==> src/rtl/line_snap_point_solver_assert.svh <==
// Assertion macros shared by the line snap point solver RTL.
`ifndef LINE_SNAP_POINT_SOLVER_ASSERT_SVH
`define LINE_SNAP_POINT_SOLVER_ASSERT_SVH

// Same-cycle implication, disabled while reset is asserted.
`define LSS_ASSERT_IMP(lbl, clk, rstn, ante, cons) \
  lbl: assert property (@(posedge clk) disable iff (!rstn) (ante) |-> (cons)) \
    else $error("line snap point solver: implication failed");

// Next-cycle implication, disabled while reset is asserted.
`define LSS_ASSERT_NXT(lbl, clk, rstn, ante, cons) \
  lbl: assert property (@(posedge clk) disable iff (!rstn) (ante) |=> (cons)) \
    else $error("line snap point solver: next-cycle implication failed");

`endif

==> src/rtl/lss_pkg.sv <==
// Types, constants and helper functions shared by the line snap point solver.
package lss_pkg;

  localparam int FRAC_BITS = 8;
  localparam int SNAP_T    = 5 << FRAC_BITS;
  localparam int SNAP_T2   = SNAP_T * SNAP_T;
  localparam int LIM_AXIS  = SNAP_T - 1;
  // Largest cross product magnitude whose square stays below five times SNAP_T2.
  localparam int LIM_ISO   = 2862;
  localparam int RECIP5    = 13108;
  localparam int RECIP5_SH = 16;
  localparam int CR_W      = 13;
  localparam int SQ_W      = 24;
  localparam int SQ5_W     = 27;
  localparam int EX_W      = 12;

  localparam logic [1:0] MODE_OFF  = 2'd0;
  localparam logic [1:0] MODE_AXIS = 2'd1;
  localparam logic [1:0] MODE_ISO  = 2'd2;

  typedef enum logic [1:0] {
    DIR_H      = 2'd0,
    DIR_V      = 2'd1,
    DIR_ISO_UP = 2'd2,
    DIR_ISO_DN = 2'd3
  } dir_e;

  typedef struct packed {
    logic                   valid;
    dir_e                   dir;
    logic signed [CR_W-1:0] cr;
    logic [SQ_W-1:0]        sq;
  } guide_t;

  typedef struct packed {
    logic                   v0;
    logic                   v1;
    logic                   par;
    logic                   drop0;
    logic                   near;
    logic signed [EX_W-1:0] ex;
    logic signed [EX_W-1:0] ey;
  } cross_t;

  function automatic logic signed [2:0] dir_dx(input dir_e d);
    logic signed [2:0] r;
    case (d)
      DIR_H:      r = 3'sd1;
      DIR_V:      r = 3'sd0;
      DIR_ISO_UP: r = 3'sd2;
      DIR_ISO_DN: r = 3'sd2;
      default:    r = 3'sd0;
    endcase
    return r;
  endfunction

  function automatic logic signed [2:0] dir_dy(input dir_e d);
    logic signed [2:0] r;
    case (d)
      DIR_H:      r = 3'sd0;
      DIR_V:      r = 3'sd1;
      DIR_ISO_UP: r = 3'sd1;
      DIR_ISO_DN: r = -3'sd1;
      default:    r = 3'sd0;
    endcase
    return r;
  endfunction

  function automatic logic dir_iso(input dir_e d);
    return (d == DIR_ISO_UP) || (d == DIR_ISO_DN);
  endfunction

  // Squared distance term scaled by the squared length of the other direction.
  function automatic logic [SQ5_W-1:0] sq_scale(input logic [SQ_W-1:0] sq, input logic by5);
    logic [SQ5_W-1:0] s;
    s = SQ5_W'(sq);
    return by5 ? (s << 2) + s : s;
  endfunction

endpackage

==> src/rtl/lss_guide.sv <==
// Three-stage search for the nearest guide line through one neighbour point.
module lss_guide #(
  parameter int W = 32
) (
  input  logic                 clk_i,
  input  logic [2:0]           en_i,
  input  logic                 on_i,
  input  logic                 iso_i,
  input  logic signed [W-1:0]  cur_x_i,
  input  logic signed [W-1:0]  cur_y_i,
  input  logic signed [W-1:0]  ref_x_i,
  input  logic signed [W-1:0]  ref_y_i,
  output logic signed [W-1:0]  ref_x_o,
  output logic signed [W-1:0]  ref_y_o,
  output lss_pkg::guide_t      guide_o
);
  import lss_pkg::*;

  localparam int CW = W + 3;
  localparam logic signed [CW-1:0] LIM_A = CW'(LIM_AXIS);
  localparam logic signed [CW-1:0] LIM_I = CW'(LIM_ISO);

  logic signed [W:0]      dx, dy;
  logic signed [CW-1:0]   cr_full [4];
  logic [3:0]             win_d;

  logic signed [CR_W-1:0] cr1_q [4];
  logic [3:0]             win1_q;
  logic signed [W-1:0]    rx1_q, ry1_q;

  logic signed [CR_W-1:0] cr2_q [4];
  logic [SQ_W-1:0]        sq2_q [4];
  logic [3:0]             win2_q;
  logic signed [W-1:0]    rx2_q, ry2_q;

  guide_t                 guide_d, guide_q;
  logic signed [W-1:0]    rx3_q, ry3_q;

  // Stage one: cross products against the four directions and the distance test.
  always_comb begin
    dx = (W+1)'(cur_x_i) - (W+1)'(ref_x_i);
    dy = (W+1)'(cur_y_i) - (W+1)'(ref_y_i);
    cr_full[0] = CW'(dy);
    cr_full[1] = -CW'(dx);
    cr_full[2] = (CW'(dy) <<< 1) - CW'(dx);
    cr_full[3] = (CW'(dy) <<< 1) + CW'(dx);
    win_d[0] = on_i && (cr_full[0] <= LIM_A) && (cr_full[0] >= -LIM_A);
    win_d[1] = on_i && (cr_full[1] <= LIM_A) && (cr_full[1] >= -LIM_A);
    win_d[2] = on_i && iso_i && (cr_full[2] <= LIM_I) && (cr_full[2] >= -LIM_I);
    win_d[3] = on_i && iso_i && (cr_full[3] <= LIM_I) && (cr_full[3] >= -LIM_I);
  end

  always_ff @(posedge clk_i) begin
    if (en_i[0]) begin
      for (int k = 0; k < 4; k++) begin
        cr1_q[k] <= cr_full[k][CR_W-1:0];
      end
      win1_q <= win_d;
      rx1_q  <= ref_x_i;
      ry1_q  <= ref_y_i;
    end
  end

  // Stage two: squared cross products, formed at the full square width.
  always_ff @(posedge clk_i) begin
    if (en_i[1]) begin
      for (int k = 0; k < 4; k++) begin
        cr2_q[k] <= cr1_q[k];
        sq2_q[k] <= $unsigned(SQ_W'(cr1_q[k]) * SQ_W'(cr1_q[k]));
      end
      win2_q <= win1_q;
      rx2_q  <= rx1_q;
      ry2_q  <= ry1_q;
    end
  end

  // Stage three: pick the nearest direction, the earlier one winning a tie.
  always_comb begin
    guide_d       = '0;
    guide_d.dir   = DIR_H;
    for (int k = 0; k < 4; k++) begin
      if (win2_q[k] && (!guide_d.valid ||
          sq_scale(sq2_q[k], dir_iso(guide_d.dir)) <
          sq_scale(guide_d.sq, dir_iso(dir_e'(2'(k)))))) begin
        guide_d.valid = 1'b1;
        guide_d.dir   = dir_e'(2'(k));
        guide_d.cr    = cr2_q[k];
        guide_d.sq    = sq2_q[k];
      end
    end
  end

  always_ff @(posedge clk_i) begin
    if (en_i[2]) begin
      guide_q <= guide_d;
      rx3_q   <= rx2_q;
      ry3_q   <= ry2_q;
    end
  end

  assign guide_o = guide_q;
  assign ref_x_o = rx3_q;
  assign ref_y_o = ry3_q;

endmodule

==> config.mk <==
export PLATFORM = sky130hd
export DESIGN_NAME = lss_guide
export DESIGN_NICKNAME = d
export VERILOG_FILES = /design/src/rtl/line_snap_point_solver_assert.svh /design/src/rtl/lss_pkg.sv /design/src/rtl/lss_guide.sv
export SDC_FILE = /design/constraint.sdc
export NUM_CORES = 2
export LEC_CHECK = 0
export ABC_AREA = 1
export BUFFER_PORTS_ARGS = -buffer_cell sky130_fd_sc_hd__buf_2
export CORE_UTILIZATION = 28
export DETAILED_ROUTE_END_ITERATION = 7
export PLACE_DENSITY = 0.5
export SKIP_CTS_REPAIR_TIMING = 1
export SLEW_MARGIN = 15
export SYNTH_ARGS = -nofsm -noshare
export SYNTH_HDL_FRONTEND = slang
export SYNTH_SLANG_ARGS = --single-unit
==> constraint.sdc <==
create_clock -name clk_i -period 9.85 [get_ports clk_i]
set_input_delay 1.97 -clock clk_i [delete_from_list [all_inputs] [get_ports clk_i]]
set_output_delay 1.97 -clock clk_i [all_outputs]
set_load 0.005 [all_outputs]
==> flow_metrics.py <==
metrics = {
    "synth": {
        "yosys_warnings": 0,
        "syn_area_per_cell_um2": 8.86,
        "ys_types": 72,
        "synth_top_area_share_pct": 25.8,
        "syn-cell-area_um2": 49600,
        "syn_nets": 6808,
        "seq_area_frac_synth_pct": 25.8,
        "synth_common_cells": "inv_1 (1120), nand2_1 (1117), fa_1 (542)",
        "async_reset_ff_share_pct": 0,
        "synth-main-ff-cell": "edfxtp_1",
        "yosysTopAreaCell": "edfxtp_1",
        "yosysMostFrequentCell": "inv_1",
        "synth-seq-cells": 426,
        "netlist_instances": 5600,
        "synth_edf_count": 426,
        "netlist_top_cells_area": "edfxtp_1 (26%), fa_1 (22%), ha_1 (13%)",
    },
    "finish": {
        "seq_area_um2": 12800,
        "final_core_util_pct": 32.3,
        "fin_nets": 7110,
        "fill_cells": 18576,
        "final_area_um2": 56800,
        "multiInputGateArea_um2": 32700,
        "drive_gt1_share_pct": 10.9,
        "areaGrowthSynthToFinish_pct": 14.6,
    },
    "clock_tree": {
        "cts.path.max_buffers": 3,
        "htree_levels": 2,
        "tritoncts": "yes",
        "cts_sinks": 426,
        "cts_buffers": 54,
        "clkTransAtPathRegs_ps": 70,
        "cts-root-buf": "clkbuf_16",
        "clock_latency_ps": 710,
    },
    "sta": {
        "finalCritPeriodShare_pct": 96.3,
        "setup_ws_ps": 365,
        "max-slew-margin-rel_pct": 36.6,
        "finalHoldViolations": 0,
        "maxSlewViolCount": 0,
        "worst_pin_slew_ps": 941,
        "period_needed_ps": 9480,
        "tns_ps": 0,
        "finalSetupViolations": 0,
        "fin_worst_skew_ps": 88.8,
        "max_freq_ghz": 0.105,
    },
    "critical_path": {
        "path_common_cell": "nand2_1",
        "slowest_delay_ps": 420,
        "worst_ep_required_time_ps": 10310,
        "critical_path_peak_fanout": 7,
        "crit_arrival_ps": 9940,
        "start_kind": "flop",
        "cp-end-kind": "flop",
        "path_delay_family": "compound AO/OA/AOI/OAI gates",
        "critical-path-slowest-cell": "edfxtp_1",
        "crit_buf_inv": 7,
        "crit_type": "reg -> reg",
    },
    "grt": {
        "antenna_found_initial": 12,
        "overflow": 0,
        "grt_pass1_wl_um": 228000,
        "grt_pass1_vias": 39340,
        "grt_usage_pct": 16.3,
        "grt_max_degree": 77,
    },
    "route": {
        "drt-wirelength-per-cell_um": 17.8,
        "drc_errors": 0,
        "drt-pass1-iter-count": 7,
        "viasPerCell": 4.59,
        "postRouteWirelength_um": 147000,
        "dr_total_vias": 38028,
        "drt_iter0_drc": 2135,
        "drtAntennaViolNets": 0,
    },
    "min_path": {
        "hold_class": "reg -> reg",
    },
    "place": {
        "hpwl_um": 120000,
        "io_buffers": 236,
        "place_area_um2": 54000,
        "gp_congestion": 0.938,
        "pre_cts_ws_ps": -196,
    },
    "floorplan": {
        "dieArea_um2": 179000,
        "fp.dieW_um": 423,
        "num_io_pins": 238,
        "core-area_um2": 176000,
        "initial_utilization_pct": 28.2,
        "die_y_um": 423,
        "std_cell_rows": 154,
    },
    "flow_run": {
        "maxCapViolCount": 0,
    },
    "status": {
        "outcome": "finished clean",
    },
}
[per-layer routing]
metal / up-vias / global-route usage (%) / routed length (µm)
met5: - / 0 / 81
met4: 12 / 4.36 / 4100
met3: 192 / 1.96 / 6200
met2: 839 / 28.4 / 71300
met1: 18470 / 21.2 / 65600
li1: 18515 / - / -
[flip-flops by register name, indices dropped and copies added (netlist names), 38 cells and up]
signal and count:
cr1_q 50, guide_o 38, cr2_q 49, sq2_q 89
[logic make-up (layout without fill, tap and decap cells)]
group	Yosys count	count (layout)	share of synthesized area (%)
buffers and inverters	1250	1595	9.56
adders and majority gates	1074	1074	35.3
DFF	426	426	25.8
other	1	6	0.00756
xor gates and xnor gates	300	300	5.56
AOI/OAI and AO/OA	673	673	7.78
and+or+nand+nor	1876	1876	16.0
[worst reg2reg max path, delay by kind of cell (launching register included)]
family	cells	cell delay, ps
DFF	1	420
AOI/OAI and AO/OA	21	3200
adders and majority gates	5	1450
buffers and inverters	7	1060
xor gates and xnor gates	2	330
and+or+nand+nor	32	2800
[stage by stage]
step / hold WS, ps / cells
global placement: 401 / 8161
global route: 414 / 8287
floorplan: 400 / 5600
finish: 405 / 8290
detailed placement: 405 / 8161
CTS: 403 / 8260
[placed cells by master, fill, tap and decap left out, types with 8 or more instances in the layout]
master,count
nor2_1,335
fa_1,542
clkinv_2,11
a21oi_2,18
o21ai_1,20
bufinv_16,8
ha_4,18
ha_1,512
buf_2,233
buf_4,103
a21o_1,25
inv_1,1118
edfxtp_1,426
nor2_2,12
nor3_1,58
o21ai_0,146
inv_2,19
clkbuf_1,8
nor4_1,32
xor2_2,10
o211ai_1,14
xor2_1,189
o21ai_2,11
or2_2,13
o21a_1,10
nand2_2,40
a31oi_1,11
nand3b_1,13
nand4_1,81
a21oi_1,324
o21bai_1,27
a211oi_1,10
nand2_1,1086
xnor2_1,96
clkbuf_16,58
nand2_4,8
nand3_1,159
[final timing paths]
kind | startpoint | to | slack, ps | depth (start not counted)
max | win2_q[0] | guide_o[34] | 370 | 67
min | ry1_q[11] | ry2_q[11] | 400 | 0
max reg2reg | win2_q[0] | guide_o[34] | 370 | 67
min reg2reg | ry1_q[11] | ry2_q[11] | 400 | 0
[cell type report]
type                            count  area share (%)
Multi-Input combinational cell   3924            57.5
Sequential cell                   426            22.5
Inverter                         1141            7.55
Tap cell                         2340            5.15
Timing Repair Buffer              355            3.99
Clock buffer                       62            2.43
Clock inverter                     37           0.847
Antenna cell                        5          0.0220
Power is not shown: default switching activity piles up to over one toggle a cycle in this logic, so the estimate is an artifact.
