--- config.mk ---
export PLATFORM = sky130hd
export DESIGN_NAME = lss_proj
export DESIGN_NICKNAME = d
export VERILOG_FILES = /design/src/rtl/line_snap_point_solver_assert.svh /design/src/rtl/lss_pkg.sv /design/src/rtl/lss_proj.sv
export SDC_FILE = /design/constraint.sdc
export NUM_CORES = 1
export LEC_CHECK = 0
export BUFFER_PORTS_ARGS = -buffer_cell sky130_fd_sc_hd__buf_2
export CAP_MARGIN = 20
export CORE_ASPECT_RATIO = 0.8
export CORE_MARGIN = 8
export CORE_UTILIZATION = 40
export DETAILED_ROUTE_END_ITERATION = 12
export PLACE_DENSITY = 0.54
export SETUP_SLACK_MARGIN = 0.3
export SLEW_MARGIN = 20
export SYNTH_ARGS = -nofsm -noshare
export SYNTH_HDL_FRONTEND = slang
export SYNTH_SLANG_ARGS = --single-unit
--- constraint.sdc ---
create_clock -name clk_i -period 29.2 [get_ports clk_i]
set_input_delay 4.38 -clock clk_i [delete_from_list [all_inputs] [get_ports clk_i]]
set_output_delay 4.38 -clock clk_i [all_outputs]
set_load 0.05 [all_outputs]
--- src/rtl/line_snap_point_solver_assert.svh ---
// Assertion macros shared by the line snap point solver RTL.
`ifndef LINE_SNAP_POINT_SOLVER_ASSERT_SVH
`define LINE_SNAP_POINT_SOLVER_ASSERT_SVH

// Same-cycle implication, disabled while reset is asserted.
`define LSS_ASSERT_IMP(lbl, clk, rstn, ante, cons) \
  lbl: assert property (@(posedge clk) disable iff (!rstn) (ante) |-> (cons)) \
    else $error("line snap point solver: implication failed");

// Next-cycle implication, disabled while reset is asserted.
`define LSS_ASSERT_NXT(lbl, clk, rstn, ante, cons) \
  lbl: assert property (@(posedge clk) disable iff (!rstn) (ante) |=> (cons)) \
    else $error("line snap point solver: next-cycle implication failed");

`endif

--- src/rtl/lss_pkg.sv ---
// Types, constants and helper functions shared by the line snap point solver.
package lss_pkg;

  localparam int FRAC_BITS = 8;
  localparam int SNAP_T    = 5 << FRAC_BITS;
  localparam int SNAP_T2   = SNAP_T * SNAP_T;
  localparam int LIM_AXIS  = SNAP_T - 1;
  // Largest cross product magnitude whose square stays below five times SNAP_T2.
  localparam int LIM_ISO   = 2862;
  localparam int RECIP5    = 13108;
  localparam int RECIP5_SH = 16;
  localparam int CR_W      = 13;
  localparam int SQ_W      = 24;
  localparam int SQ5_W     = 27;
  localparam int EX_W      = 12;

  localparam logic [1:0] MODE_OFF  = 2'd0;
  localparam logic [1:0] MODE_AXIS = 2'd1;
  localparam logic [1:0] MODE_ISO  = 2'd2;

  typedef enum logic [1:0] {
    DIR_H      = 2'd0,
    DIR_V      = 2'd1,
    DIR_ISO_UP = 2'd2,
    DIR_ISO_DN = 2'd3
  } dir_e;

  typedef struct packed {
    logic                   valid;
    dir_e                   dir;
    logic signed [CR_W-1:0] cr;
    logic [SQ_W-1:0]        sq;
  } guide_t;

  typedef struct packed {
    logic                   v0;
    logic                   v1;
    logic                   par;
    logic                   drop0;
    logic                   near;
    logic signed [EX_W-1:0] ex;
    logic signed [EX_W-1:0] ey;
  } cross_t;

  function automatic logic signed [2:0] dir_dx(input dir_e d);
    logic signed [2:0] r;
    case (d)
      DIR_H:      r = 3'sd1;
      DIR_V:      r = 3'sd0;
      DIR_ISO_UP: r = 3'sd2;
      DIR_ISO_DN: r = 3'sd2;
      default:    r = 3'sd0;
    endcase
    return r;
  endfunction

  function automatic logic signed [2:0] dir_dy(input dir_e d);
    logic signed [2:0] r;
    case (d)
      DIR_H:      r = 3'sd0;
      DIR_V:      r = 3'sd1;
      DIR_ISO_UP: r = 3'sd1;
      DIR_ISO_DN: r = -3'sd1;
      default:    r = 3'sd0;
    endcase
    return r;
  endfunction

  function automatic logic dir_iso(input dir_e d);
    return (d == DIR_ISO_UP) || (d == DIR_ISO_DN);
  endfunction

  // Squared distance term scaled by the squared length of the other direction.
  function automatic logic [SQ5_W-1:0] sq_scale(input logic [SQ_W-1:0] sq, input logic by5);
    logic [SQ5_W-1:0] s;
    s = SQ5_W'(sq);
    return by5 ? (s << 2) + s : s;
  endfunction

endpackage

--- src/rtl/lss_proj.sv ---
// Two-stage projection of the point onto one kept guide line.
module lss_proj #(
  parameter int W = 32
) (
  input  logic                 clk_i,
  input  logic [1:0]           en_i,
  input  lss_pkg::guide_t      guide_i,
  input  logic signed [W-1:0]  cur_x_i,
  input  logic signed [W-1:0]  cur_y_i,
  output logic signed [W-1:0]  proj_x_o,
  output logic signed [W-1:0]  proj_y_o
);
  import lss_pkg::*;

  localparam int VW = CR_W + 2;
  localparam int PW = 32;

  logic signed [VW-1:0] vx, vy, tx_d, ty_d, tx_q, ty_q;
  logic signed [W-1:0]  cx_q, cy_q;
  logic signed [W:0]    rx, ry;
  logic signed [W-1:0]  px_q, py_q;

  // Rounded division by five, halves cannot occur.
  function automatic logic signed [VW-1:0] div5r(input logic signed [VW-1:0] v);
    logic [VW-1:0] m;
    logic [PW-1:0] p;
    logic [VW-1:0] q;
    m = v[VW-1] ? VW'(0) - $unsigned(v) : $unsigned(v);
    p = (PW'(m) + PW'(2)) * PW'(RECIP5);
    q = VW'(p >> RECIP5_SH);
    return v[VW-1] ? -$signed(q) : $signed(q);
  endfunction

  function automatic logic signed [W-1:0] sat(input logic signed [W:0] r);
    if (r[W] != r[W-1]) begin
      return r[W] ? {1'b1, {(W-1){1'b0}}} : {1'b0, {(W-1){1'b1}}};
    end
    return r[W-1:0];
  endfunction

  // The projection is the point moved back along the normal by cr over the length.
  always_comb begin
    vx = '0;
    vy = '0;
    case (guide_i.dir)
      DIR_H:      vy = VW'(guide_i.cr);
      DIR_V:      vx = -VW'(guide_i.cr);
      DIR_ISO_UP: begin
        vx = -VW'(guide_i.cr);
        vy = VW'(guide_i.cr) <<< 1;
      end
      DIR_ISO_DN: begin
        vx = VW'(guide_i.cr);
        vy = VW'(guide_i.cr) <<< 1;
      end
      default: vx = '0;
    endcase
    tx_d = dir_iso(guide_i.dir) ? div5r(vx) : vx;
    ty_d = dir_iso(guide_i.dir) ? div5r(vy) : vy;
  end

  always_ff @(posedge clk_i) begin
    if (en_i[0]) begin
      tx_q <= tx_d;
      ty_q <= ty_d;
      cx_q <= cur_x_i;
      cy_q <= cur_y_i;
    end
  end

  assign rx = (W+1)'(cx_q) - (W+1)'(tx_q);
  assign ry = (W+1)'(cy_q) - (W+1)'(ty_q);

  always_ff @(posedge clk_i) begin
    if (en_i[1]) begin
      px_q <= sat(rx);
      py_q <= sat(ry);
    end
  end

  assign proj_x_o = px_q;
  assign proj_y_o = py_q;

endmodule

==> results of run 1 <==
==> registers in the layout (all words and copies together) (netlist names) <==
register / cells
proj_y_o: 32
cy_q: 32
tx_q: 15
ty_q: 15
proj_x_o: 32
cx_q: 32
==> worst min-delay path, cell delays in order (launching register included) <==
cell and delay [ps]:
edfxtp_1 330, ha_1 130, o21ai_0 90
==> layer usage <==
metal / vias up / routed length (µm)
met3: 29 / 2325
li1: 6857 / -
met5: - / 36
met1: 6624 / 22790
met2: 307 / 19040
met4: 6 / 405
==> metrics by stage <==
step	utilization [%]	area, µm²
after floorplan	-	18440
after global placement	43.50	19770
after detailed placement	43.53	19790
after CTS	44.75	20340
after global routing	44.75	20340
final	44.75	20340
==> area by class of cell <==
class | count | area, µm² | area share (%)
Multi-Input combinational cell | 1403 | 12380 | 60.84
Sequential cell | 158 | 4745 | 23.32
Inverter | 284 | 1066 | 5.240
Timing Repair Buffer | 159 | 833.3 | 4.096
Tap cell | 612 | 765.7 | 3.764
Clock buffer | 18 | 429.2 | 2.110
Clock inverter | 13 | 123.9 | 0.6089
Antenna cell | 1 | 2.502 | 0.01230
==> cells in the final DEF (no fill, tap or decap), drive strengths merged, types with 59 or more instances in the layout <==
cell type,netlist,routed
inv,284,285
ha,277,277
buf,19,159
edfxtp,158,158
a21oi,135,135
fa,118,118
nand2,107,107
o21ai,102,102
xnor2,84,84
nor2,76,76
a21o,61,61
xor2,59,59
==> final timing paths <==
check	start	end	depth (start not counted)
hold reg to reg	ty_q[0]	proj_y_o[0]	2
hold / removal	ty_q[0]	proj_y_o[0]	2
setup reg to reg	tx_q[14]	proj_x_o[15]	12
setup / recovery	guide_i[24]	tx_q[12]	35
==> cell families (layout without fill, tap and decap cells) <==
family,Yosys count,in the layout,share of synthesized area [%]
buffers and inverters,332,474,7.325
XOR/XNOR,144,144,7.175
other,2,29,0.04094
AO/OA/AOI/OAI,458,458,16.25
flip-flops,158,158,25.86
AND/OR/NAND/NOR,346,346,9.794
adder cells (fa/ha/maj),410,410,32.59
multiplexers,17,17,0.9684
==> run metrics, run 1 <==
IO buf count 145; worst-path maximum fanout 10; CP most frequent cell inv_1; NumNets Final 2525; Tot GR Track Use 16.50%; buffer count from post-CTS setup fixing 0; min-delay worst type flop to flop; global route hottest layer met2; largest net degree at the start of global routing 65; Synth top area share 25.86%; DRC violations left 0; worst-case clock buffer depth 2; DR vias/cell 5.220; outcome complete, no violations; final hold slack 729.0 ps; met2 Use GR 24.86%; Seq/Total Area, Yosys 25.86%; Post-Syn Area 18350 µm²; Placed Cells 2616; Detail Placement HPWL 36.53 mm; Setup Viol. Count Final 0; Core ar. 45460 µm²; final hold viol count 0; die width 255.4 µm; num rows 70; Crit-path slowest cell a2111oi_0; antenna violations before repair 5; Die Ht 207.5 µm; WL/cell 16.84 µm; CP Class input pin to flop; Clock transition at path regs 60 ps; Final ANT Viol Nets 0; reg2reg setup slack 24590 ps; via count 13823; Post-Route WL 44.60 mm; Fin Setup TNS 0 ps; fill count 4366; EDFF count, synth 158; Crit. End Element flop; clock tree from TritonCTS done; Pins Over Slew Limit 0; share of cells above drive strength 1 11.79%; first-pass GRT wire length 72.42 mm; GRT met1 Usage 24.67%; CP arrival 13790 ps; Tcrit/Tclk final 46.71%; most frequent cells after synthesis 284 x inv_1, 277 x ha_1, 158 x edfxtp_1; Ports 171; PostCTS Resize Cnt 0; Avg Cell Area, Syn 9.826 µm²; RSZ-0062 raised after global routing false; delay-heaviest family, CP adder cells; Iter 0 DRT Violations 846; met3 usage 3.013%; count leader, synth inv_1; critical path required time 29350 ps; vias in the first global route 13663; worst-margin pin slew 999.7 ps; CTS buffer count 17; Final Worst Setup Slack 15560 ps; Final min period 13640 ps; Post-synth ARST share 0%; root buffer cell clkbuf_16; Most used DFF post-synth edfxtp_1; drt first pass iters 5; Synth area leaders edfxtp_1 26%, ha_1 19%, fa_1 13%, inv_1 5.8%, xnor2_1 3.9%; Starting Density 40.36%; Worst setup SP type input pin; Worst Skew 7.653 ps; CTS Hold Bufs 0; GRT overflow 0; Max Cap Viol 0; H-Tree Depth 4; Non-Filler Instances 2648; worst skew pair latency 430 ps; clock sink total 158; worst slack, placed 15200 ps; Synth area leader edfxtp_1; max incr delay on CP 580 ps; flops & latches, synth 158; Die ar. 53010 µm²; Bufs and invs on worst path 7; Unique masters post-synth 96; f_max 73.32 MHz; RD Place Congestion 0.8420; Slew headroom 33.28%; area added between synthesis and finish 10.89%; Mapped Cells 1867; YS warnings 0
Power of run 1 is left out: the tool's default activity adds up to more than one toggle a clock period on the data nets, which glitch-free logic cannot reach.
==> inputs of run 2 (changes only) <==
- PLACE_DENSITY: 0.54 -> 0.57
- clock period: 29.2 -> 11.7 ns (I/O delays scaled with it)
==> run 2 against run 1 <==
Utilization increased by 0.36 points. Clock-buffer cell count is 1 lower. Via count grew 1.0%. Setup slack worse by 14000 ps.
==> run metrics, run 2 (synthesis results as in run 1) <==
antenna violations before repair 9; PostCTS Resize Cnt 0; DR vias/cell 5.234; buffer count from post-CTS setup fixing 0; Final ANT Viol Nets 0; Die Ht 207.5 µm; highest routed layer met5; Met1 Wirelength 22.79 mm; Slew headroom 30.12%; H-Tree Depth 4; f_max 94.52 MHz; vias in the first global route 13979; Post-Route WL 44.95 mm; root buffer cell clkbuf_16; CP arrival 10740 ps; DR WL met3 2.170 mm; Final min period 10580 ps; drt first pass iters 7; GRT overflow 0; outcome complete, no violations; most common cell after layout, fill and taps aside inv_1; share of cells above drive strength 1 12.66%; area added between synthesis and finish 11.77%; RSZ-0062 raised after global routing false; WL/cell 16.85 µm; CP Class input pin to flop; Tot GR Track Use 16.75%; final hold slack 707.0 ps; CP most frequent cell inv_1; RD Place Congestion 0.8799; clock tree from TritonCTS done; max incr delay on CP 570 ps; Detail Placement HPWL 36.85 mm; Crit. End Element flop; num rows 70; Tcrit/Tclk final 90.42%; WL met2 19.55 mm; worst-margin pin slew 1047 ps; Reg2Reg Depth 12; Iter 0 DRT Violations 844; IO buf count 145; NumNets Final 2543; Max Cap Viol 0; Core ar. 45460 µm²; Clock transition at path regs 70 ps; via count 13963; critical path required time 11860 ps; Ports 171; Worst setup SP type input pin; largest net degree at the start of global routing 65; clock sink total 158; min-delay worst type flop to flop; commonest non-fill, non-tap cells in the layout 284 x inv_1, 277 x ha_1, 158 x edfxtp_1; Worst Skew 11.18 ps; Crit-path slowest cell a2111oi_0; Die ar. 53010 µm²; final hold viol count 0; CTS buffer count 17; Starting Density 40.36%; first-pass GRT wire length 73.75 mm; die width 255.4 µm; Pins Over Slew Limit 0; Setup Viol. Count Final 0; worst-path maximum fanout 11; number of cells on the worst hold path 2; worst-case clock buffer depth 2; worst skew pair latency 440 ps; CTS Hold Bufs 0; Fin Setup TNS 0 ps; DRC violations left 0
## run 2: cell types whose count changed in the layout (fill, tap and decap cells not counted), moves of 2 or more
cell        delta
clkinv_2       -4
buf_4         +18
clkinv_1       -2
clkinvlp_4     -3
inv_8          +4
inv_6          +7
## run 2: worst paths after layout
check             slack [ps]   startpoint            to
hold reg to reg          710      ty_q[0]   proj_y_o[0]
setup reg to reg        7090     tx_q[14]  proj_x_o[22]
setup / recovery        1120  guide_i[24]      tx_q[12]
hold / removal           710      ty_q[0]   proj_y_o[0]
## run 2: worst max-delay path, delay by kind of cell
kind,cells,cell delay [ps]
adder cells (fa/ha/maj),8,3220
AND/OR/NAND/NOR,10,2580
AO/OA/AOI/OAI,8,2180
buffers and inverters,7,660
XOR/XNOR,2,200
multiplexers,1,170
## run 2: area by class of cell
| type | instances | area (µm²) |
|---|---|---|
| fill | 4367 | 24950 |
| multi-input combinational | 1403 | 12360 |
| sequential | 158 | 4745 |
| inverter | 284 | 1066 |
| timing repair buffer | 177 | 968.4 |
| tap | 612 | 765.7 |
| clock buffer | 17 | 425.4 |
| clock inverter | 15 | 166.4 |
| antenna | 2 | 5.005 |
## run 2: through the flow
stage	setup WS (ps)	area [µm²]	std cells	utilization (%)
6_report	1121	20500	2668	45.11
2_1_floorplan	1781	18440	1893	-
3_5_place_dp	765.1	19910	2634	43.80
3_3_place_gp	808.7	19910	2634	43.80
5_1_grt	440.0	20500	2667	45.10
4_1_cts	1199	20500	2666	45.10
## run 2: per-layer routing
layer	vias to the layer above	GRT usage [%]
met2	299	25.88
li1	6886	-
met3	40	2.891
met4	12	3.034
met1	6726	24.51
met5	-	0
Power of run 2 is left out for the same reason.
