## src/rtl/line_snap_point_solver_assert.svh

```systemverilog
// Assertion macros shared by the line snap point solver RTL.
`ifndef LINE_SNAP_POINT_SOLVER_ASSERT_SVH
`define LINE_SNAP_POINT_SOLVER_ASSERT_SVH

// Same-cycle implication, disabled while reset is asserted.
`define LSS_ASSERT_IMP(lbl, clk, rstn, ante, cons) \
  lbl: assert property (@(posedge clk) disable iff (!rstn) (ante) |-> (cons)) \
    else $error("line snap point solver: implication failed");

// Next-cycle implication, disabled while reset is asserted.
`define LSS_ASSERT_NXT(lbl, clk, rstn, ante, cons) \
  lbl: assert property (@(posedge clk) disable iff (!rstn) (ante) |=> (cons)) \
    else $error("line snap point solver: next-cycle implication failed");

`endif

```

## src/rtl/lss_pkg.sv

```systemverilog
// Types, constants and helper functions shared by the line snap point solver.
package lss_pkg;

  localparam int FRAC_BITS = 8;
  localparam int SNAP_T    = 5 << FRAC_BITS;
  localparam int SNAP_T2   = SNAP_T * SNAP_T;
  localparam int LIM_AXIS  = SNAP_T - 1;
  // Largest cross product magnitude whose square stays below five times SNAP_T2.
  localparam int LIM_ISO   = 2862;
  localparam int RECIP5    = 13108;
  localparam int RECIP5_SH = 16;
  localparam int CR_W      = 13;
  localparam int SQ_W      = 24;
  localparam int SQ5_W     = 27;
  localparam int EX_W      = 12;

  localparam logic [1:0] MODE_OFF  = 2'd0;
  localparam logic [1:0] MODE_AXIS = 2'd1;
  localparam logic [1:0] MODE_ISO  = 2'd2;

  typedef enum logic [1:0] {
    DIR_H      = 2'd0,
    DIR_V      = 2'd1,
    DIR_ISO_UP = 2'd2,
    DIR_ISO_DN = 2'd3
  } dir_e;

  typedef struct packed {
    logic                   valid;
    dir_e                   dir;
    logic signed [CR_W-1:0] cr;
    logic [SQ_W-1:0]        sq;
  } guide_t;

  typedef struct packed {
    logic                   v0;
    logic                   v1;
    logic                   par;
    logic                   drop0;
    logic                   near;
    logic signed [EX_W-1:0] ex;
    logic signed [EX_W-1:0] ey;
  } cross_t;

  function automatic logic signed [2:0] dir_dx(input dir_e d);
    logic signed [2:0] r;
    case (d)
      DIR_H:      r = 3'sd1;
      DIR_V:      r = 3'sd0;
      DIR_ISO_UP: r = 3'sd2;
      DIR_ISO_DN: r = 3'sd2;
      default:    r = 3'sd0;
    endcase
    return r;
  endfunction

  function automatic logic signed [2:0] dir_dy(input dir_e d);
    logic signed [2:0] r;
    case (d)
      DIR_H:      r = 3'sd0;
      DIR_V:      r = 3'sd1;
      DIR_ISO_UP: r = 3'sd1;
      DIR_ISO_DN: r = -3'sd1;
      default:    r = 3'sd0;
    endcase
    return r;
  endfunction

  function automatic logic dir_iso(input dir_e d);
    return (d == DIR_ISO_UP) || (d == DIR_ISO_DN);
  endfunction

  // Squared distance term scaled by the squared length of the other direction.
  function automatic logic [SQ5_W-1:0] sq_scale(input logic [SQ_W-1:0] sq, input logic by5);
    logic [SQ5_W-1:0] s;
    s = SQ5_W'(sq);
    return by5 ? (s << 2) + s : s;
  endfunction

endpackage

```

## src/rtl/lss_cross.sv

```systemverilog
// Three-stage intersection of the two guide lines and the line drop decision.
module lss_cross #(
  parameter int W = 32
) (
  input  logic                 clk_i,
  input  logic [2:0]           en_i,
  input  lss_pkg::guide_t      g0_i,
  input  lss_pkg::guide_t      g1_i,
  input  logic signed [W-1:0]  p0_x_i,
  input  logic signed [W-1:0]  p0_y_i,
  input  logic signed [W-1:0]  p1_x_i,
  input  logic signed [W-1:0]  p1_y_i,
  input  logic signed [W-1:0]  cur_x_i,
  input  logic signed [W-1:0]  cur_y_i,
  output lss_pkg::cross_t      xr_o,
  output logic signed [W-1:0]  ix_o,
  output logic signed [W-1:0]  iy_o
);
  import lss_pkg::*;

  localparam int NW0 = W + 3;
  localparam int NW  = W + 5;
  localparam int IW  = W + 6;
  localparam logic signed [IW:0] T_LIM = (IW+1)'(SNAP_T);

  logic signed [2:0]     d0x, d0y, d1x, d1y, mx_d, my_d;
  logic signed [5:0]     den, adn;
  logic signed [W:0]     wx, wy;
  logic signed [NW0-1:0] t1, t2, num_d;
  logic [1:0]            sh_d;

  logic signed [NW0-1:0] num_q;
  logic signed [2:0]     mx_q, my_q;
  logic [1:0]            sh_q;
  logic                  v0_4q, v1_4q, par_4q, drop0_4q;
  logic signed [W-1:0]   p0x_q, p0y_q;

  logic signed [IW-1:0]  ix_q, iy_q;
  logic                  v0_5q, v1_5q, par_5q, drop0_5q;

  logic signed [IW:0]    ex, ey;
  cross_t                xr_d, xr_q;
  logic signed [W-1:0]   ixs_q, iys_q;

  function automatic logic signed [NW-1:0] scale_round(input logic signed [NW0-1:0] n,
                                                       input logic signed [2:0] m,
                                                       input logic [1:0] sh);
    logic signed [NW-1:0] am;
    logic signed [NW-1:0] a;
    logic signed [NW-1:0] rnd;
    am = (m == 3'sd2 || m == -3'sd2) ? (NW'(n) <<< 1) :
         (m == 3'sd1 || m == -3'sd1) ? NW'(n) : '0;
    a  = (m < 0) ? -am : am;
    // Round half away from zero on the shift by the power of two.
    rnd = (sh == 2'd2) ? (a < 0 ? NW'(1) : NW'(2)) :
          (sh == 2'd1) ? (a < 0 ? NW'(0) : NW'(1)) : NW'(0);
    return (a + rnd) >>> sh;
  endfunction

  function automatic logic signed [W-1:0] sat(input logic signed [IW-1:0] r);
    if (!(&r[IW-1:W-1] || ~|r[IW-1:W-1])) begin
      return r[IW-1] ? {1'b1, {(W-1){1'b0}}} : {1'b0, {(W-1){1'b1}}};
    end
    return r[W-1:0];
  endfunction

  // Stage four: determinant, numerator and which line is farther.
  always_comb begin
    d0x = dir_dx(g0_i.dir);
    d0y = dir_dy(g0_i.dir);
    d1x = dir_dx(g1_i.dir);
    d1y = dir_dy(g1_i.dir);
    den = 6'(d0x) * 6'(d1y) - 6'(d0y) * 6'(d1x);
    adn = (den < 0) ? -den : den;
    sh_d = (adn == 6'sd4) ? 2'd2 : (adn == 6'sd2) ? 2'd1 : 2'd0;
    mx_d = (den < 0) ? -d0x : d0x;
    my_d = (den < 0) ? -d0y : d0y;
    wx = (W+1)'(p1_x_i) - (W+1)'(p0_x_i);
    wy = (W+1)'(p1_y_i) - (W+1)'(p0_y_i);
    t1 = (d1y == 3'sd1) ? NW0'(wx) : (d1y == -3'sd1) ? -NW0'(wx) : '0;
    t2 = (d1x == 3'sd2) ? (NW0'(wy) <<< 1) : (d1x == 3'sd1) ? NW0'(wy) : '0;
    num_d = t1 - t2;
  end

  always_ff @(posedge clk_i) begin
    if (en_i[0]) begin
      num_q    <= num_d;
      mx_q     <= mx_d;
      my_q     <= my_d;
      sh_q     <= sh_d;
      par_4q   <= (den == 6'sd0);
      drop0_4q <= sq_scale(g0_i.sq, dir_iso(g1_i.dir)) > sq_scale(g1_i.sq, dir_iso(g0_i.dir));
      v0_4q    <= g0_i.valid;
      v1_4q    <= g1_i.valid;
      p0x_q    <= p0_x_i;
      p0y_q    <= p0_y_i;
    end
  end

  // Stage five: crossing point.
  always_ff @(posedge clk_i) begin
    if (en_i[1]) begin
      ix_q     <= IW'(p0x_q) + IW'(scale_round(num_q, mx_q, sh_q));
      iy_q     <= IW'(p0y_q) + IW'(scale_round(num_q, my_q, sh_q));
      v0_5q    <= v0_4q;
      v1_5q    <= v1_4q;
      par_5q   <= par_4q;
      drop0_5q <= drop0_4q;
    end
  end

  // Stage six: offset of the crossing from the point and the box test.
  always_comb begin
    ex = (IW+1)'(ix_q) - (IW+1)'(cur_x_i);
    ey = (IW+1)'(iy_q) - (IW+1)'(cur_y_i);
    xr_d.v0    = v0_5q;
    xr_d.v1    = v1_5q;
    xr_d.par   = par_5q;
    xr_d.drop0 = drop0_5q;
    xr_d.near  = (ex < T_LIM) && (ex > -T_LIM) && (ey < T_LIM) && (ey > -T_LIM);
    xr_d.ex    = ex[EX_W-1:0];
    xr_d.ey    = ey[EX_W-1:0];
  end

  always_ff @(posedge clk_i) begin
    if (en_i[2]) begin
      xr_q  <= xr_d;
      ixs_q <= sat(ix_q);
      iys_q <= sat(iy_q);
    end
  end

  assign xr_o = xr_q;
  assign ix_o = ixs_q;
  assign iy_o = iys_q;

endmodule

```

## config.mk

```make
export PLATFORM = sky130hd
export DESIGN_NAME = lss_cross
export DESIGN_NICKNAME = d
export VERILOG_FILES = /design/src/rtl/line_snap_point_solver_assert.svh /design/src/rtl/lss_pkg.sv /design/src/rtl/lss_cross.sv
export SDC_FILE = /design/constraint.sdc
export NUM_CORES = 1
export LEC_CHECK = 0
export BUFFER_PORTS_ARGS = -buffer_cell sky130_fd_sc_hd__buf_2
export CELL_PAD_IN_SITES_DETAIL_PLACEMENT = 0
export CELL_PAD_IN_SITES_GLOBAL_PLACEMENT = 1
export CORE_UTILIZATION = 40
export CTS_BUF_LIST = sky130_fd_sc_hd__clkbuf_16
export DETAILED_ROUTE_END_ITERATION = 10
export GPL_TIMING_DRIVEN = 0
export MAX_ROUTING_LAYER = met4
export PLACE_DENSITY_LB_ADDON = 0.1
export SETUP_SLACK_MARGIN = 0.1
export SYNTH_ARGS = -nofsm -noshare
export SYNTH_HDL_FRONTEND = slang
export SYNTH_SLANG_ARGS = --single-unit
```

## constraint.sdc

```tcl
create_clock -name clk_i -period 15.87 [get_ports clk_i]
set_clock_uncertainty 0.2 [all_clocks]
set_input_delay 1.587 -clock clk_i [delete_from_list [all_inputs] [get_ports clk_i]]
set_output_delay 1.587 -clock clk_i [all_outputs]
set_load 0.02 [all_outputs]
```

==> impl_metrics.yaml <==
run_status:
  status: "finished clean"
synth:
  yosys.area_share.simple_pct: 19.23
  avgSynthCellArea_sq_um: 8.159
  synthMuxAreaShare_pct: 3.177
  syn-num-nets: 5008
  yosys-top-cells-area: "edfxtp_1 (24%), ha_1 (13%), xnor2_1 (5.6%)"
  synth_xor_area_share_pct: 8.621
  ys_ff_latch: 283
  yosysUniqueCellTypes: 99
  syn_area_sq_um: 35560
  syn_inst: 4358
  synth-compound-area-share_pct: 26.44
  ys_warn_count: 0
  ys.flop_type: "edfxtp_1"
  async_flop_share_pct: 0
  synth-edff-count: 283
  synth_top_area_share_pct: 23.90
  synth.largest_area_cell: "edfxtp_1"
  synth_top_family_by_area: "compound AO/OA/AOI/OAI gates"
  synth_adder_area_share_pct: 13.54
  synth_seq_area_share_pct: 23.90
sta:
  period_needed_ns: 13.41
  setup_tns_ns: 0
  period_share_pct: 84.47
  fmax_mhz: 74.60
  slew_viol_final: 0
  tightest_slew_ns: 1.247
  rsz0062_at_grt: "no"
  finalHoldViolCount: 0
  setup_viol: 0
  max-slew-margin-rel_pct: 16.83
global_route:
  overflow: 0
  grt_max_degree: 86
  grt_pass1_wl_microns: 189900
  antenna_found_initial: 6
  grt_usage_pct: 27.86
  grt_pass1_vias: 31920
floorplan:
  std_cell_rows: 108
  ios: 369
  initial_core_util_pct: 40.67
  die_area_sq_um: 90090
  die_x_microns: 300.2
  die_h_microns: 300.2
  core_sq_um: 87430
setup_path:
  slowest_delay_ns: 0.88
  path_max_fanout: 10
  cp.arrival_ns: 13.52
  crit_path_end_kind: "flip-flop"
  critical_path_class: "flip-flop to flip-flop"
  setup.worst_path.start_class: "flip-flop"
  cp_slowest_cell: "a2111oi_0"
  crit_required_ns: 15.99
placed_design:
  portBuffers: 342
  place.gp.congestion: 0.9843
  place_hpwl_microns: 103200
clocking:
  ctsHtreeMaxLevel: 2
  clk_pin_slew_ns: 0.06
  post_cts_buffers: 0
  cts_tree: "done"
  numCtsBuffers: 37
  cts.sinks: 283
  cts_hold_buf: 0
  worst_skew_pair.late_latency_ns: 0.58
  root_buffer: "clkbuf_16"
  cts.repair.resized: 0
  clock_path_buffers: 3
pwr:
  share_comb_of_total_power_pct: 69.5
  p_sw_share_pct: 49.95
  netSwitchingPower_mw: 3.705
  leakagePower_nw: 16.95
  peakVddDrop_mv: 0.08793
  seqPwrFrac_pct: 19.6
  power_density_nw_per_um2: 185.6
  clkPwrFrac_pct: 10.9
  p_int_mw: 3.712
final_layout:
  fin_util_pct: 45.72
  mostFrequentLayoutCell: "nor2_1"
  nFillCells: 8874
  final_cell_mix: "nor2_1 (371), buf_2 (356), ha_1 (356)"
  num-nets-final: 5392
  drive_gt1_share_pct: 11.15
  area_growth_pct: 12.41
routing:
  drt_iter0_markers: 2540
  vias: 34230
  routed_wl_microns: 126300
  dr.pass1.iters: 8
  post-route-drc-count: 0
  routed_via_density: 5.774
  routedWlPerCell_microns: 21.30
  final_antenna_net_count: 0
run:
  cap_violations: 0
hold_path:
  hold_path_class: "flip-flop to flip-flop"
power groups by stage:
stage / clock [mW] / combinational (mW) / sequential (mW)
after floorplan: 0 / 3.71 / 1.46
after global placement: 0 / 5.07 / 1.47
after detailed placement: 0 / 5.08 / 1.47
after CTS: 0.834 / 5.11 / 1.45
after global routing: 0.858 / 5.68 / 1.48
final: 0.810 / 5.15 / 1.45
cells in the mapped netlist (18+ instances only):
master	count
a21oi_1	327
nor3b_1	19
nor2b_1	60
a211oi_1	64
nor4_1	32
xor2_1	122
a22oi_1	64
o21a_1	59
a31oi_1	50
edfxtp_1	283
or4_1	22
fa_1	18
nand2b_1	55
a41oi_1	18
mux2_2	25
or3_1	43
a21o_1	161
inv_1	287
and2_1	52
nand4_1	54
nand3_1	83
xnor2_1	228
or2_2	32
mux2i_1	78
o211ai_1	40
o21bai_1	37
a211o_1	18
o22ai_1	23
a22o_1	20
clkbuf_1	152
nand2_1	293
a31o_2	19
and3_1	50
nor2_1	371
ha_1	356
nor3_1	117
o31ai_1	44
o21ai_0	277
worst max-delay path: cells and delay by family (launching register included):
kind            cells  cell delay (ns)
compound gates     18             5.42
xor+xnor            3             0.53
fa+ha+maj           3             0.81
buf+inv            10             2.14
flops               1             0.43
mux                 1             0.12
simple gates       10             3.47
cell families (layout without fill, tap and decap cells):
group	Yosys count	in the layout
AO/OA/AOI/OAI	1415	1415
AND/OR/NAND/NOR	1356	1356
buffers and inverters	473	885
adder cells (fa/ha/maj)	374	374
XOR/XNOR	350	350
flip-flops	283	283
multiplexers	106	106
other	1	5
final timing paths:
kind / slack [ns] / end / depth (start not counted) / from
max reg2reg: 2.46 / ix_q[36]$_DFFE_PP_ / 45 / mx_q[1]$_DFFE_PP_
min: 0.22 / v1_5q$_DFFE_PP_ / 0 / v1_4q$_DFFE_PP_
max: 2.46 / ix_q[36]$_DFFE_PP_ / 45 / mx_q[1]$_DFFE_PP_
min reg2reg: 0.22 / v1_5q$_DFFE_PP_ / 0 / v1_4q$_DFFE_PP_
sequential cells by signal, summed over array words and instances (netlist names), 2 cells and up:
register	cells
p0x_q	32
iy_q	38
ix_o	32
p0y_q	32
num_q	35
iy_o	32
xr_o	29
my_q	2
ix_q	38
sh_q	2
mx_q	3
layer usage:
layer  GRT usage (%)  vias up  part of all wire, %
li1                -    17050                    -
met1           36.52    16120                   46
met2           45.66      908                   47
met3           2.825      153                  4.8
met4           7.362        0                  2.6
met5               -        -                    0
cell type report:
class,count,area (sq um),share of cell area [%]
well taps,1155,1445,3.615
inverters,290,1089,2.723
clock inverters,30,226.5,0.5666
diodes,4,10.01,0.02504
repair buffers,345,1805,4.517
multi-input cells,3602,25250,63.18
flip-flops and latches,283,8498,21.26
plain buffers,183,719.4,1.800
clock buffers,37,925.9,2.316
metrics by stage:
step,power (mW),hold WS [ns],setup WS [ns],instance area (sq um),cells
2_1_floorplan,5.168,0.2003,5.548,35560,4358
3_3_place_gp,6.536,0.2041,2.719,38710,5855
3_5_place_dp,6.550,0.2052,2.835,38810,5858
4_1_cts,7.395,0.2218,2.795,39960,5925
5_1_grt,8.015,0.2236,1.633,39970,5929
6_report,7.417,0.2218,2.465,39970,5929
Power figures use the tool's default switching activity.
